[src/hw/rtl/char_lcd_parallel_bus_sequencer_macros.svh]
// ----------------------------------------------------------------------------
// Assertion macros for the character LCD bus sequencer
// Short forms of the concurrent assertions used in clpb_core.
// ----------------------------------------------------------------------------
`ifndef CHAR_LCD_PARALLEL_BUS_SEQUENCER_MACROS_SVH
`define CHAR_LCD_PARALLEL_BUS_SEQUENCER_MACROS_SVH

// Same-cycle implication, disabled while reset is asserted.
`define CLPB_ASSERT_IMP(label, clk, rst_n, ante, cons) \
    label: assert property (@(posedge clk) disable iff (!(rst_n)) \
        (ante) |-> (cons)) else $error("clpb assertion failed");

// Next-cycle implication, disabled while reset is asserted.
`define CLPB_ASSERT_NEXT(label, clk, rst_n, ante, cons) \
    label: assert property (@(posedge clk) disable iff (!(rst_n)) \
        (ante) |=> (cons)) else $error("clpb assertion failed");

`endif

[src/hw/rtl/clpb_pkg.sv]
`timescale 1ns / 1ps
// ----------------------------------------------------------------------------
// clpb_pkg
// Types, codes and constants shared by the LCD bus sequencer modules.
// ----------------------------------------------------------------------------
package clpb_pkg;

    localparam int ByteW    = 8;
    localparam int TickW    = 8;
    localparam int RetryW   = 12;
    localparam int CfgDataW = 12;
    localparam int CfgIdxW  = 2;
    localparam int BusyBit  = 7;

    localparam logic [TickW-1:0]  SetupTicksRst = TickW'(15);
    localparam logic [TickW-1:0]  PulseTicksRst = TickW'(36);
    localparam logic [TickW-1:0]  HoldTicksRst  = TickW'(22);
    localparam logic [RetryW-1:0] MaxRetriesRst = RetryW'(1000);

    typedef enum logic [2:0] {
        PH_IDLE  = 3'd0,
        PH_SETUP = 3'd1,
        PH_PULSE = 3'd2,
        PH_HOLD  = 3'd3
    } t_phase;

    typedef enum logic [1:0] {
        OP_TICK   = 2'd0,
        OP_CMD    = 2'd1,
        OP_DATA   = 2'd2,
        OP_STATUS = 2'd3
    } t_opcode;

    typedef enum logic [CfgIdxW-1:0] {
        CFG_SETUP   = 2'd0,
        CFG_PULSE   = 2'd1,
        CFG_HOLD    = 2'd2,
        CFG_RETRIES = 2'd3
    } t_cfg_idx;

    typedef struct packed {
        logic [TickW-1:0]  setup_ticks;
        logic [TickW-1:0]  pulse_ticks;
        logic [TickW-1:0]  hold_ticks;
        logic [RetryW-1:0] max_retries;
    } t_cfg;

    typedef struct packed {
        logic             enable_pin;
        logic             select_pin;
        logic             read_pin;
        logic [ByteW-1:0] data_out;
        logic             drive_data;
        logic             ready_res;
        logic             done_res;
        logic [ByteW-1:0] status_byte;
        logic             timed_out;
    } t_result;

    // A phase length of zero behaves as one tick.
    function automatic logic [TickW-1:0] eff_len(input logic [TickW-1:0] v);
        eff_len = (v == '0) ? TickW'(1) : v;
    endfunction

endpackage

[src/hw/rtl/clpb_in_if.sv]
`timescale 1ns / 1ps
// ----------------------------------------------------------------------------
// clpb_in_if
// Request channel: one transfer per bus timing tick.
// ----------------------------------------------------------------------------
interface clpb_in_if;
    logic       valid;
    logic       ready;
    logic [1:0] opcode;
    logic [7:0] byte_value;
    logic [7:0] bus_in;

    modport source (output valid, output opcode, output byte_value, output bus_in,
                    input ready);
    modport sink (input valid, input opcode, input byte_value, input bus_in,
                  output ready);
endinterface

[src/hw/rtl/clpb_out_if.sv]
`timescale 1ns / 1ps
// ----------------------------------------------------------------------------
// clpb_out_if
// Result channel: pin levels and status after each tick.
// ----------------------------------------------------------------------------
interface clpb_out_if;
    logic       valid;
    logic       ready;
    logic       enable_pin;
    logic       select_pin;
    logic       read_pin;
    logic [7:0] data_out;
    logic       drive_data;
    logic       ready_res;
    logic       done_res;
    logic [7:0] status_byte;
    logic       timed_out;

    modport source (output valid, output enable_pin, output select_pin,
                    output read_pin, output data_out, output drive_data,
                    output ready_res, output done_res, output status_byte,
                    output timed_out, input ready);
    modport sink (input valid, input enable_pin, input select_pin,
                  input read_pin, input data_out, input drive_data,
                  input ready_res, input done_res, input status_byte,
                  input timed_out, output ready);
endinterface

[src/hw/rtl/clpb_cfg.sv]
`timescale 1ns / 1ps
// ----------------------------------------------------------------------------
// clpb_cfg
// Timing and retry configuration registers with a plain write port.
// ----------------------------------------------------------------------------
module clpb_cfg
    import clpb_pkg::*;
(
    input  logic                i_clk,
    input  logic                i_rst_n,
    input  logic                i_we,
    input  logic [CfgIdxW-1:0]  i_index,
    input  logic [CfgDataW-1:0] i_data,
    output t_cfg                o_cfg
);

    t_cfg r_cfg;

    always_ff @(posedge i_clk) begin
        if (!i_rst_n) begin
            r_cfg.setup_ticks <= SetupTicksRst;
            r_cfg.pulse_ticks <= PulseTicksRst;
            r_cfg.hold_ticks  <= HoldTicksRst;
            r_cfg.max_retries <= MaxRetriesRst;
        end else if (i_we) begin
            unique case (t_cfg_idx'(i_index))
                CFG_SETUP:   r_cfg.setup_ticks <= i_data[TickW-1:0];
                CFG_PULSE:   r_cfg.pulse_ticks <= i_data[TickW-1:0];
                CFG_HOLD:    r_cfg.hold_ticks  <= i_data[TickW-1:0];
                CFG_RETRIES: r_cfg.max_retries <= i_data[RetryW-1:0];
                default:     r_cfg <= r_cfg;
            endcase
        end
    end

    assign o_cfg = r_cfg;

endmodule

[src/hw/rtl/clpb_core.sv]
`timescale 1ns / 1ps
`include "char_lcd_parallel_bus_sequencer_macros.svh"
// ----------------------------------------------------------------------------
// clpb_core
// Bus cycle sequencer state and its single-tick next-state logic.
// ----------------------------------------------------------------------------
module clpb_core
    import clpb_pkg::*;
(
    input  logic             i_clk,
    input  logic             i_rst_n,
    input  logic             i_step,
    input  t_opcode          i_opcode,
    input  logic [ByteW-1:0] i_byte_value,
    input  logic [ByteW-1:0] i_bus_in,
    input  t_cfg             i_cfg,
    output t_result          o_result
);

    t_phase            r_phase,   n_phase;
    logic [TickW-1:0]  r_count,   n_count;
    logic [RetryW-1:0] r_retry,   n_retry;
    logic              r_en,      n_en;
    logic              r_rs,      n_rs;
    logic              r_rw,      n_rw;
    logic [ByteW-1:0]  r_held,    n_held;
    logic              r_drive,   n_drive;
    logic              r_pending, n_pending;
    logic [ByteW-1:0]  r_status,  n_status;
    logic              r_timeout, n_timeout;
    logic              n_done;

    always_comb begin
        n_phase   = r_phase;
        n_count   = r_count;
        n_retry   = r_retry;
        n_en      = r_en;
        n_rs      = r_rs;
        n_rw      = r_rw;
        n_held    = r_held;
        n_drive   = r_drive;
        n_pending = r_pending;
        n_status  = r_status;
        n_timeout = r_timeout;
        n_done    = 1'b0;

        unique case (r_phase)
            PH_IDLE: begin
                unique case (i_opcode)
                    OP_CMD: begin
                        n_held    = i_byte_value;
                        n_pending = 1'b0;
                        n_en      = 1'b0;
                        n_rs      = 1'b0;
                        n_rw      = 1'b0;
                        n_drive   = 1'b1;
                        n_phase   = PH_SETUP;
                        n_count   = TickW'(1);
                    end
                    OP_DATA, OP_STATUS: begin
                        if (i_opcode == OP_DATA) begin
                            n_held = i_byte_value;
                        end
                        n_pending = (i_opcode == OP_DATA);
                        n_retry   = '0;
                        n_timeout = 1'b0;
                        n_en      = 1'b0;
                        n_rs      = 1'b0;
                        n_rw      = 1'b1;
                        n_drive   = 1'b0;
                        n_phase   = PH_SETUP;
                        n_count   = TickW'(1);
                    end
                    OP_TICK: begin
                        n_phase = PH_IDLE;
                    end
                    default: begin
                        n_phase = PH_IDLE;
                    end
                endcase
            end
            PH_SETUP: begin
                if (r_count < eff_len(i_cfg.setup_ticks)) begin
                    n_count = r_count + TickW'(1);
                end else begin
                    n_phase = PH_PULSE;
                    n_count = TickW'(1);
                    n_en    = 1'b1;
                end
            end
            PH_PULSE: begin
                if (r_count < eff_len(i_cfg.pulse_ticks)) begin
                    n_count = r_count + TickW'(1);
                end else begin
                    n_phase = PH_HOLD;
                    n_count = TickW'(1);
                    n_en    = 1'b0;
                end
            end
            PH_HOLD: begin
                if (r_count < eff_len(i_cfg.hold_ticks)) begin
                    n_count = r_count + TickW'(1);
                end else if (r_rw && r_status[BusyBit] && (r_retry < i_cfg.max_retries)) begin
                    n_retry = r_retry + RetryW'(1);
                    n_en    = 1'b0;
                    n_rs    = 1'b0;
                    n_rw    = 1'b1;
                    n_drive = 1'b0;
                    n_phase = PH_SETUP;
                    n_count = TickW'(1);
                end else if (r_rw && r_pending) begin
                    n_timeout = r_timeout | r_status[BusyBit];
                    n_pending = 1'b0;
                    n_en      = 1'b0;
                    n_rs      = 1'b1;
                    n_rw      = 1'b0;
                    n_drive   = 1'b1;
                    n_phase   = PH_SETUP;
                    n_count   = TickW'(1);
                end else begin
                    n_timeout = r_timeout | (r_rw & r_status[BusyBit]);
                    n_phase   = PH_IDLE;
                    n_count   = '0;
                    n_done    = 1'b1;
                end
            end
            default: begin
                n_phase = PH_IDLE;
                n_count = '0;
                n_en    = 1'b0;
            end
        endcase

        if ((n_phase == PH_PULSE) && (n_count >= eff_len(i_cfg.pulse_ticks)) && n_rw) begin
            n_status = i_bus_in;
        end
    end

    always_ff @(posedge i_clk) begin
        if (!i_rst_n) begin
            r_phase   <= PH_IDLE;
            r_count   <= '0;
            r_retry   <= '0;
            r_en      <= 1'b0;
            r_rs      <= 1'b0;
            r_rw      <= 1'b0;
            r_held    <= '0;
            r_drive   <= 1'b0;
            r_pending <= 1'b0;
            r_status  <= '0;
            r_timeout <= 1'b0;
        end else if (i_step) begin
            r_phase   <= n_phase;
            r_count   <= n_count;
            r_retry   <= n_retry;
            r_en      <= n_en;
            r_rs      <= n_rs;
            r_rw      <= n_rw;
            r_held    <= n_held;
            r_drive   <= n_drive;
            r_pending <= n_pending;
            r_status  <= n_status;
            r_timeout <= n_timeout;
        end
    end

    always_comb begin
        o_result.enable_pin  = n_en;
        o_result.select_pin  = n_rs;
        o_result.read_pin    = n_rw;
        o_result.data_out    = n_drive ? n_held : '0;
        o_result.drive_data  = n_drive;
        o_result.ready_res   = (n_phase == PH_IDLE);
        o_result.done_res    = n_done;
        o_result.status_byte = n_status;
        o_result.timed_out   = n_timeout;
    end

    `CLPB_ASSERT_IMP(a_enable_in_pulse, i_clk, i_rst_n, 1'b1, r_en == (r_phase == PH_PULSE))
    `CLPB_ASSERT_IMP(a_read_releases_bus, i_clk, i_rst_n, r_rw, !r_drive)
    `CLPB_ASSERT_NEXT(a_cmd_starts_write, i_clk, i_rst_n,
        i_step && (r_phase == PH_IDLE) && (i_opcode == OP_CMD),
        (r_phase == PH_SETUP) && r_drive && !r_rw && !r_rs)

endmodule

[src/hw/rtl/char_lcd_parallel_bus_sequencer.sv]
`timescale 1ns / 1ps
// ----------------------------------------------------------------------------
// char_lcd_parallel_bus_sequencer
// Each transfer on the request channel is one tick of the LCD bus timing, and
// it yields exactly one result transfer showing the pin levels and status
// after that tick; a new request is taken every clock cycle while the result
// channel is not stalled, and a request passes through the input register and
// then the result register, with the result register and its valid bit
// letting the next request enter while a finished result still waits.
// ----------------------------------------------------------------------------
module char_lcd_parallel_bus_sequencer
    import clpb_pkg::*;
(
    input  logic                i_clk,
    input  logic                i_rst_n,
    clpb_in_if.sink             i_in,
    clpb_out_if.source          o_out,
    input  logic                i_cfg_we,
    input  logic [CfgIdxW-1:0]  i_cfg_index,
    input  logic [CfgDataW-1:0] i_cfg_data
);

    logic             r_in_valid;
    t_opcode          r_opcode;
    logic [ByteW-1:0] r_byte_value;
    logic [ByteW-1:0] r_bus_in;
    logic             r_out_valid;
    t_result          r_out;
    logic             w_advance;
    t_cfg             w_cfg;
    t_result          w_result;

    assign w_advance = r_in_valid && (!r_out_valid || o_out.ready);
    assign i_in.ready = !r_in_valid || w_advance;

    always_ff @(posedge i_clk) begin
        if (!i_rst_n) begin
            r_in_valid  <= 1'b0;
            r_out_valid <= 1'b0;
        end else begin
            if (i_in.ready) begin
                r_in_valid <= i_in.valid;
            end
            if (w_advance) begin
                r_out_valid <= 1'b1;
            end else if (o_out.ready) begin
                r_out_valid <= 1'b0;
            end
        end
    end

    always_ff @(posedge i_clk) begin
        if (i_in.valid && i_in.ready) begin
            r_opcode     <= t_opcode'(i_in.opcode);
            r_byte_value <= i_in.byte_value;
            r_bus_in     <= i_in.bus_in;
        end
        if (w_advance) begin
            r_out <= w_result;
        end
    end

    clpb_cfg u_cfg (
        .i_clk   (i_clk),
        .i_rst_n (i_rst_n),
        .i_we    (i_cfg_we),
        .i_index (i_cfg_index),
        .i_data  (i_cfg_data),
        .o_cfg   (w_cfg)
    );

    clpb_core u_core (
        .i_clk        (i_clk),
        .i_rst_n      (i_rst_n),
        .i_step       (w_advance),
        .i_opcode     (r_opcode),
        .i_byte_value (r_byte_value),
        .i_bus_in     (r_bus_in),
        .i_cfg        (w_cfg),
        .o_result     (w_result)
    );

    assign o_out.valid       = r_out_valid;
    assign o_out.enable_pin  = r_out.enable_pin;
    assign o_out.select_pin  = r_out.select_pin;
    assign o_out.read_pin    = r_out.read_pin;
    assign o_out.data_out    = r_out.data_out;
    assign o_out.drive_data  = r_out.drive_data;
    assign o_out.ready_res   = r_out.ready_res;
    assign o_out.done_res    = r_out.done_res;
    assign o_out.status_byte = r_out.status_byte;
    assign o_out.timed_out   = r_out.timed_out;

endmodule

[src/flat_wrapper.sv]
// flat-port wrapper written by rule: the top's interface ports become plain ports
module char_lcd_parallel_bus_sequencer_flat import clpb_pkg::*;
  (i_clk, i_rst_n, i_cfg_we, i_cfg_index, i_cfg_data, i_in_valid, i_in_opcode, i_in_byte_value, i_in_bus_in, i_in_ready, o_out_valid, o_out_enable_pin, o_out_select_pin, o_out_read_pin, o_out_data_out, o_out_drive_data, o_out_ready_res, o_out_done_res, o_out_status_byte, o_out_timed_out, o_out_ready);
  clpb_in_if i_in_i ();
  clpb_out_if o_out_i ();
  input  logic i_clk;
  input  logic i_rst_n;
  input  logic i_cfg_we;
  input  logic [CfgIdxW-1:0] i_cfg_index;
  input  logic [CfgDataW-1:0] i_cfg_data;
  input wire logic [$bits(i_in_i.valid)-1:0] i_in_valid;
  input wire logic [$bits(i_in_i.opcode)-1:0] i_in_opcode;
  input wire logic [$bits(i_in_i.byte_value)-1:0] i_in_byte_value;
  input wire logic [$bits(i_in_i.bus_in)-1:0] i_in_bus_in;
  output wire logic [$bits(i_in_i.ready)-1:0] i_in_ready;
  output wire logic [$bits(o_out_i.valid)-1:0] o_out_valid;
  output wire logic [$bits(o_out_i.enable_pin)-1:0] o_out_enable_pin;
  output wire logic [$bits(o_out_i.select_pin)-1:0] o_out_select_pin;
  output wire logic [$bits(o_out_i.read_pin)-1:0] o_out_read_pin;
  output wire logic [$bits(o_out_i.data_out)-1:0] o_out_data_out;
  output wire logic [$bits(o_out_i.drive_data)-1:0] o_out_drive_data;
  output wire logic [$bits(o_out_i.ready_res)-1:0] o_out_ready_res;
  output wire logic [$bits(o_out_i.done_res)-1:0] o_out_done_res;
  output wire logic [$bits(o_out_i.status_byte)-1:0] o_out_status_byte;
  output wire logic [$bits(o_out_i.timed_out)-1:0] o_out_timed_out;
  input wire logic [$bits(o_out_i.ready)-1:0] o_out_ready;
  assign i_in_i.valid = i_in_valid;
  assign i_in_i.opcode = i_in_opcode;
  assign i_in_i.byte_value = i_in_byte_value;
  assign i_in_i.bus_in = i_in_bus_in;
  assign i_in_ready = i_in_i.ready;
  assign o_out_valid = o_out_i.valid;
  assign o_out_enable_pin = o_out_i.enable_pin;
  assign o_out_select_pin = o_out_i.select_pin;
  assign o_out_read_pin = o_out_i.read_pin;
  assign o_out_data_out = o_out_i.data_out;
  assign o_out_drive_data = o_out_i.drive_data;
  assign o_out_ready_res = o_out_i.ready_res;
  assign o_out_done_res = o_out_i.done_res;
  assign o_out_status_byte = o_out_i.status_byte;
  assign o_out_timed_out = o_out_i.timed_out;
  assign o_out_i.ready = o_out_ready;
  char_lcd_parallel_bus_sequencer u_core (.i_clk(i_clk), .i_rst_n(i_rst_n), .i_in(i_in_i), .o_out(o_out_i), .i_cfg_we(i_cfg_we), .i_cfg_index(i_cfg_index), .i_cfg_data(i_cfg_data));
endmodule
[config.mk]
export PLATFORM = sky130hd
export DESIGN_NAME = char_lcd_parallel_bus_sequencer_flat
export DESIGN_NICKNAME = d
export VERILOG_FILES = /design/src/hw/rtl/clpb_pkg.sv /design/src/hw/rtl/clpb_in_if.sv /design/src/hw/rtl/clpb_out_if.sv /design/src/hw/rtl/clpb_cfg.sv /design/src/hw/rtl/clpb_core.sv /design/src/hw/rtl/char_lcd_parallel_bus_sequencer.sv /design/src/flat_wrapper.sv
export VERILOG_INCLUDE_DIRS = /design/src /design/src/hw/rtl
export SDC_FILE = /design/constraint.sdc
export NUM_CORES = 1
export LEC_CHECK = 0
export ABC_AREA = 1
export BUFFER_PORTS_ARGS = -buffer_cell sky130_fd_sc_hd__buf_2
export CORE_MARGIN = 4
export CORE_UTILIZATION = 45
export DETAILED_ROUTE_END_ITERATION = 16
export GPL_ROUTABILITY_DRIVEN = 0
export PLACE_DENSITY = 0.63
export REMOVE_ABC_BUFFERS = 1
export SLEW_MARGIN = 20
export SYNTH_ARGS = -nofsm -noshare
export SYNTH_HDL_FRONTEND = slang
export SYNTH_SLANG_ARGS = --single-unit
[constraint.sdc]
create_clock -name i_clk -period 3 [get_ports i_clk]
set_input_delay 0.45 -clock i_clk [delete_from_list [all_inputs] [get_ports i_clk]]
set_output_delay 0.45 -clock i_clk [all_outputs]
set_load 0.1 [all_outputs]
==> impl_metrics.csv <==
group,metric,value,unit
outcome,status,"finished, violations left",
outcome,violations,"negative setup slack",
layout,nFillCells,1102,
die,fp.dieW,126,µm
grt,grt_antenna_before_repair,0,
cts,cts_tree,"yes",
sta,finClkSkew,0.0172,ns
logic_synthesis,synth.distinct_cells,38,
power_and_ir_drop,leakagePower,4.00,nW
sta,rsz0062_at_grt,"true",
logic_synthesis,synthCells,779,
cts,cts_made_buffers,17,
cts,path_clk_slew,0.06,ns
layout,finalInstanceArea,8730,µm²
logic_synthesis,ys.flop_type,"dfxtp_1",
worst_hold_path,hold_path.class,"primary input to flop",
setup_path,startpoint_type,"flop",
die,core-area,13500,µm²
placed_design,place_area,7360,µm²
setup_path,crit_fanout,8,
cts,clockRootBuffer,"clkbuf_16",
die,die_area,15900,µm²
logic_synthesis,synth_area,6290,µm²
cts,cts_buffer_depth,2,
layout,drive_gt1_share,35.5,%
sta,period_share,108,%
die,pin_count,62,
drt,dr.first_iter.drc_count,343,
layout,layout.cells.most_common,"nand2_1",
sta,hold_viol_final,0,
sta,holdWs,0.189,ns
grt,grt-ovfl-total,0,
logic_synthesis,yosysSeqAreaShare,46.0,%
drt,dr.pass1.iters,5,
layout,final_util,64.9,%
sta,worst_slew_pin_slew,0.784,ns
sta,maxSlewViolCount,0,
layout,final_cell_mix,"117 x nand2_1, 105 x inv_1, 96 x buf_4",
sta,setup-tns-final,-3.27,ns
sta,slew-limit-headroom,47.7,%
logic_synthesis,synthArstFlopShare,0,%
setup_path,crit_arrival,3.42,ns
grt,grt_pass1_wl,26900,µm
sta,setup_ws,-0.234,ns
cts,clock_latency,0.43,ns
die,die_y,126,µm
drt,vias,5890,
grt,grt_max_degree,52,
drt,drc,0,
grt,grt_usage,21.0,%
logic_synthesis,ys_ff_latch,124,
power_and_ir_drop,power_density,571,nW/µm²
drt,routedWlPerCell,15.7,µm
drt,drtAntennaViolNets,0,
sta,setup_violations,16,
sta,max_freq,0.309,GHz
job,maxCapViolCount,0,
placed_design,hpwl,11300,µm
setup_path,endpoint_kind,"flop",
cts,cts_max_level,4,
layout,syn2layout_area_growth,38.7,%
logic_synthesis,yosysWarnings,0,
die,start_util,46.8,%
cts,cts_sinks,124,
grt,grt_pass1_vias,5790,
layout,diodes,0,
logic_synthesis,avgSynthCellArea,8.08,µm²
die,rows,42,
sta,fin_crit,3.23,ns
setup_path,worst_ep_required_time,3.19,ns
placed_design,io_buffers,61,
logic_synthesis,synth_edf_count,41,
drt,wirelength,17700,µm
layout,finalNetCount,1019,
drt,vias_per_cell,5.22,
power_and_ir_drop,ir_drop,0.000359,V
setup_path,critPathKind,"flop to flop",
-- cells by family (layout without fill, tap and decap cells) --
| logic type | count (synthesis) | after routing | synth area share (%) |
|---|---|---|---|
| and+or+nand+nor | 275 | 275 | 19.0 |
| buffers and inverters | 149 | 323 | 9.05 |
| AOI/OAI and AO/OA | 174 | 174 | 15.4 |
| adders and majority gates | 42 | 42 | 8.35 |
| xor gates and xnor gates | 11 | 11 | 1.53 |
| muxes | 4 | 4 | 0.636 |
| DFF | 124 | 124 | 46.0 |
-- flip-flops by register name (all words and copies together) (netlist names), 2 cells and up --
register                  flops
u_core.u_core.r_count         8
u_core.o_out.status_byte      8
u_core.o_out.data_out         8
u_core.u_core.r_held          8
u_core.r_bus_in               8
u_core.u_cfg.o_cfg           36
u_core.u_core.r_phase         3
u_core.u_core.r_retry        12
u_core.r_opcode               2
u_core.u_core.r_status        8
u_core.r_byte_value           8
-- metal layers --
| layer | vias up | GRT usage (%) | wire length [µm] |
|---|---|---|---|
| li1 | 2897 | - | - |
| met1 | 2785 | 25.0 | 7280 |
| met2 | 170 | 36.2 | 9160 |
| met3 | 38 | 4.74 | 725 |
| met4 | 0 | 9.09 | 503 |
| met5 | - | 0 | 0 |
-- path summary, 6_finish.rpt --
kind | startpoint | to | cells past startpoint | slack, ns
hold reg to reg | u_core.u_cfg.o_cfg[12]$_SDFFE_PN0P_ | u_core.u_cfg.o_cfg[12]$_SDFFE_PN0P_ | 2 | 0.46
setup reg to reg | u_core.u_cfg.o_cfg[18]$_SDFFE_PN0P_ | u_core.o_out.status_byte[5]$_DFFE_PP_ | 18 | -0.23
setup / recovery | u_core.u_cfg.o_cfg[18]$_SDFFE_PN0P_ | u_core.o_out.status_byte[5]$_DFFE_PP_ | 18 | -0.23
hold / removal | i_in_byte_value[0] | u_core.r_byte_value[0]$_DFFE_PP_ | 1 | 0.19
-- worst max-delay path, cell delays in order, from the launching register on --
cell	delay, ns
dfxtp_2	0.33
inv_1	0.06
ha_1	0.29
nand2_1	0.13
nor2_2	0.19
a211oi_4	0.07
nand3_4	0.11
nand2_4	0.06
nor2_4	0.22
o21a_1	0.21
inv_2	0.05
ha_4	0.29
nand2_4	0.06
nor4_4	0.28
a211oi_2	0.10
nor2_4	0.16
nand3_4	0.18
nand2_2	0.14
nand2_1	0.06
-- synth_stat cells (2+ instances only) --
cell type	instances	area share, %
nand2_1	145	8.6
inv_1	120	7.2
dfxtp_1	83	26
a21oi_1	74	5.9
nor2_1	65	3.9
o21ai_0	62	4.9
ha_1	42	8.3
edfxtp_1	41	20
nand3_1	35	2.8
o211ai_1	18	2.1
clkbuf_1	13	0.78
nor3_1	10	0.80
inv_2	9	0.54
o21a_1	7	0.83
xor2_1	7	0.97
a211oi_1	5	0.60
mux2i_1	4	0.64
nand2_2	4	0.40
xnor2_1	4	0.56
buf_1	3	0.18
nor4_1	3	0.30
a211oi_2	2	0.40
and3b_1	2	0.28
buf_2	2	0.16
nand3_2	2	0.32
nor2_4	2	0.36
nor3_4	2	0.52
o21ai_1	2	0.16
o22ai_1	2	0.20
-- repair_timing --
item                                    in CTS  in global routing
endpoints found under the hold margin        0                  0
pin swaps                                   36                 43
resized for setup                           62                 88
hold buffers                                 0                  0
buffers inserted                            17                  4
endpoints found under the setup margin      16                 17
-- cell type report --
class                   instances  area, µm²  area share (%)
clock inverters                11        166            1.91
flip-flops and latches        124       2920            33.5
inverters                     130        490            5.62
repair buffers                161       1070            12.3
well taps                     176        220            2.52
multi-input cells             506       3390            38.8
clock buffers                  21        470            5.39
-- report_power, final --
group          total, W  leakage (nW)  switching, W  internal, W
clock           0.00220         0.305      0.000753      0.00145
combinational  0.000893          2.61      0.000575     0.000318
sequential      0.00189          1.08     0.0000518      0.00184
-- per-stage QoR --
step,setup slack [ns],power (W),cells
2_1_floorplan,-0.0239,0.00237,760
3_3_place_gp,-0.404,0.00261,1080
3_5_place_dp,-0.518,0.00263,1080
4_1_cts,-0.106,0.00490,1129
5_1_grt,-0.430,0.00517,1129
6_report,-0.234,0.00498,1129
(Power assumes the default switching activity.)
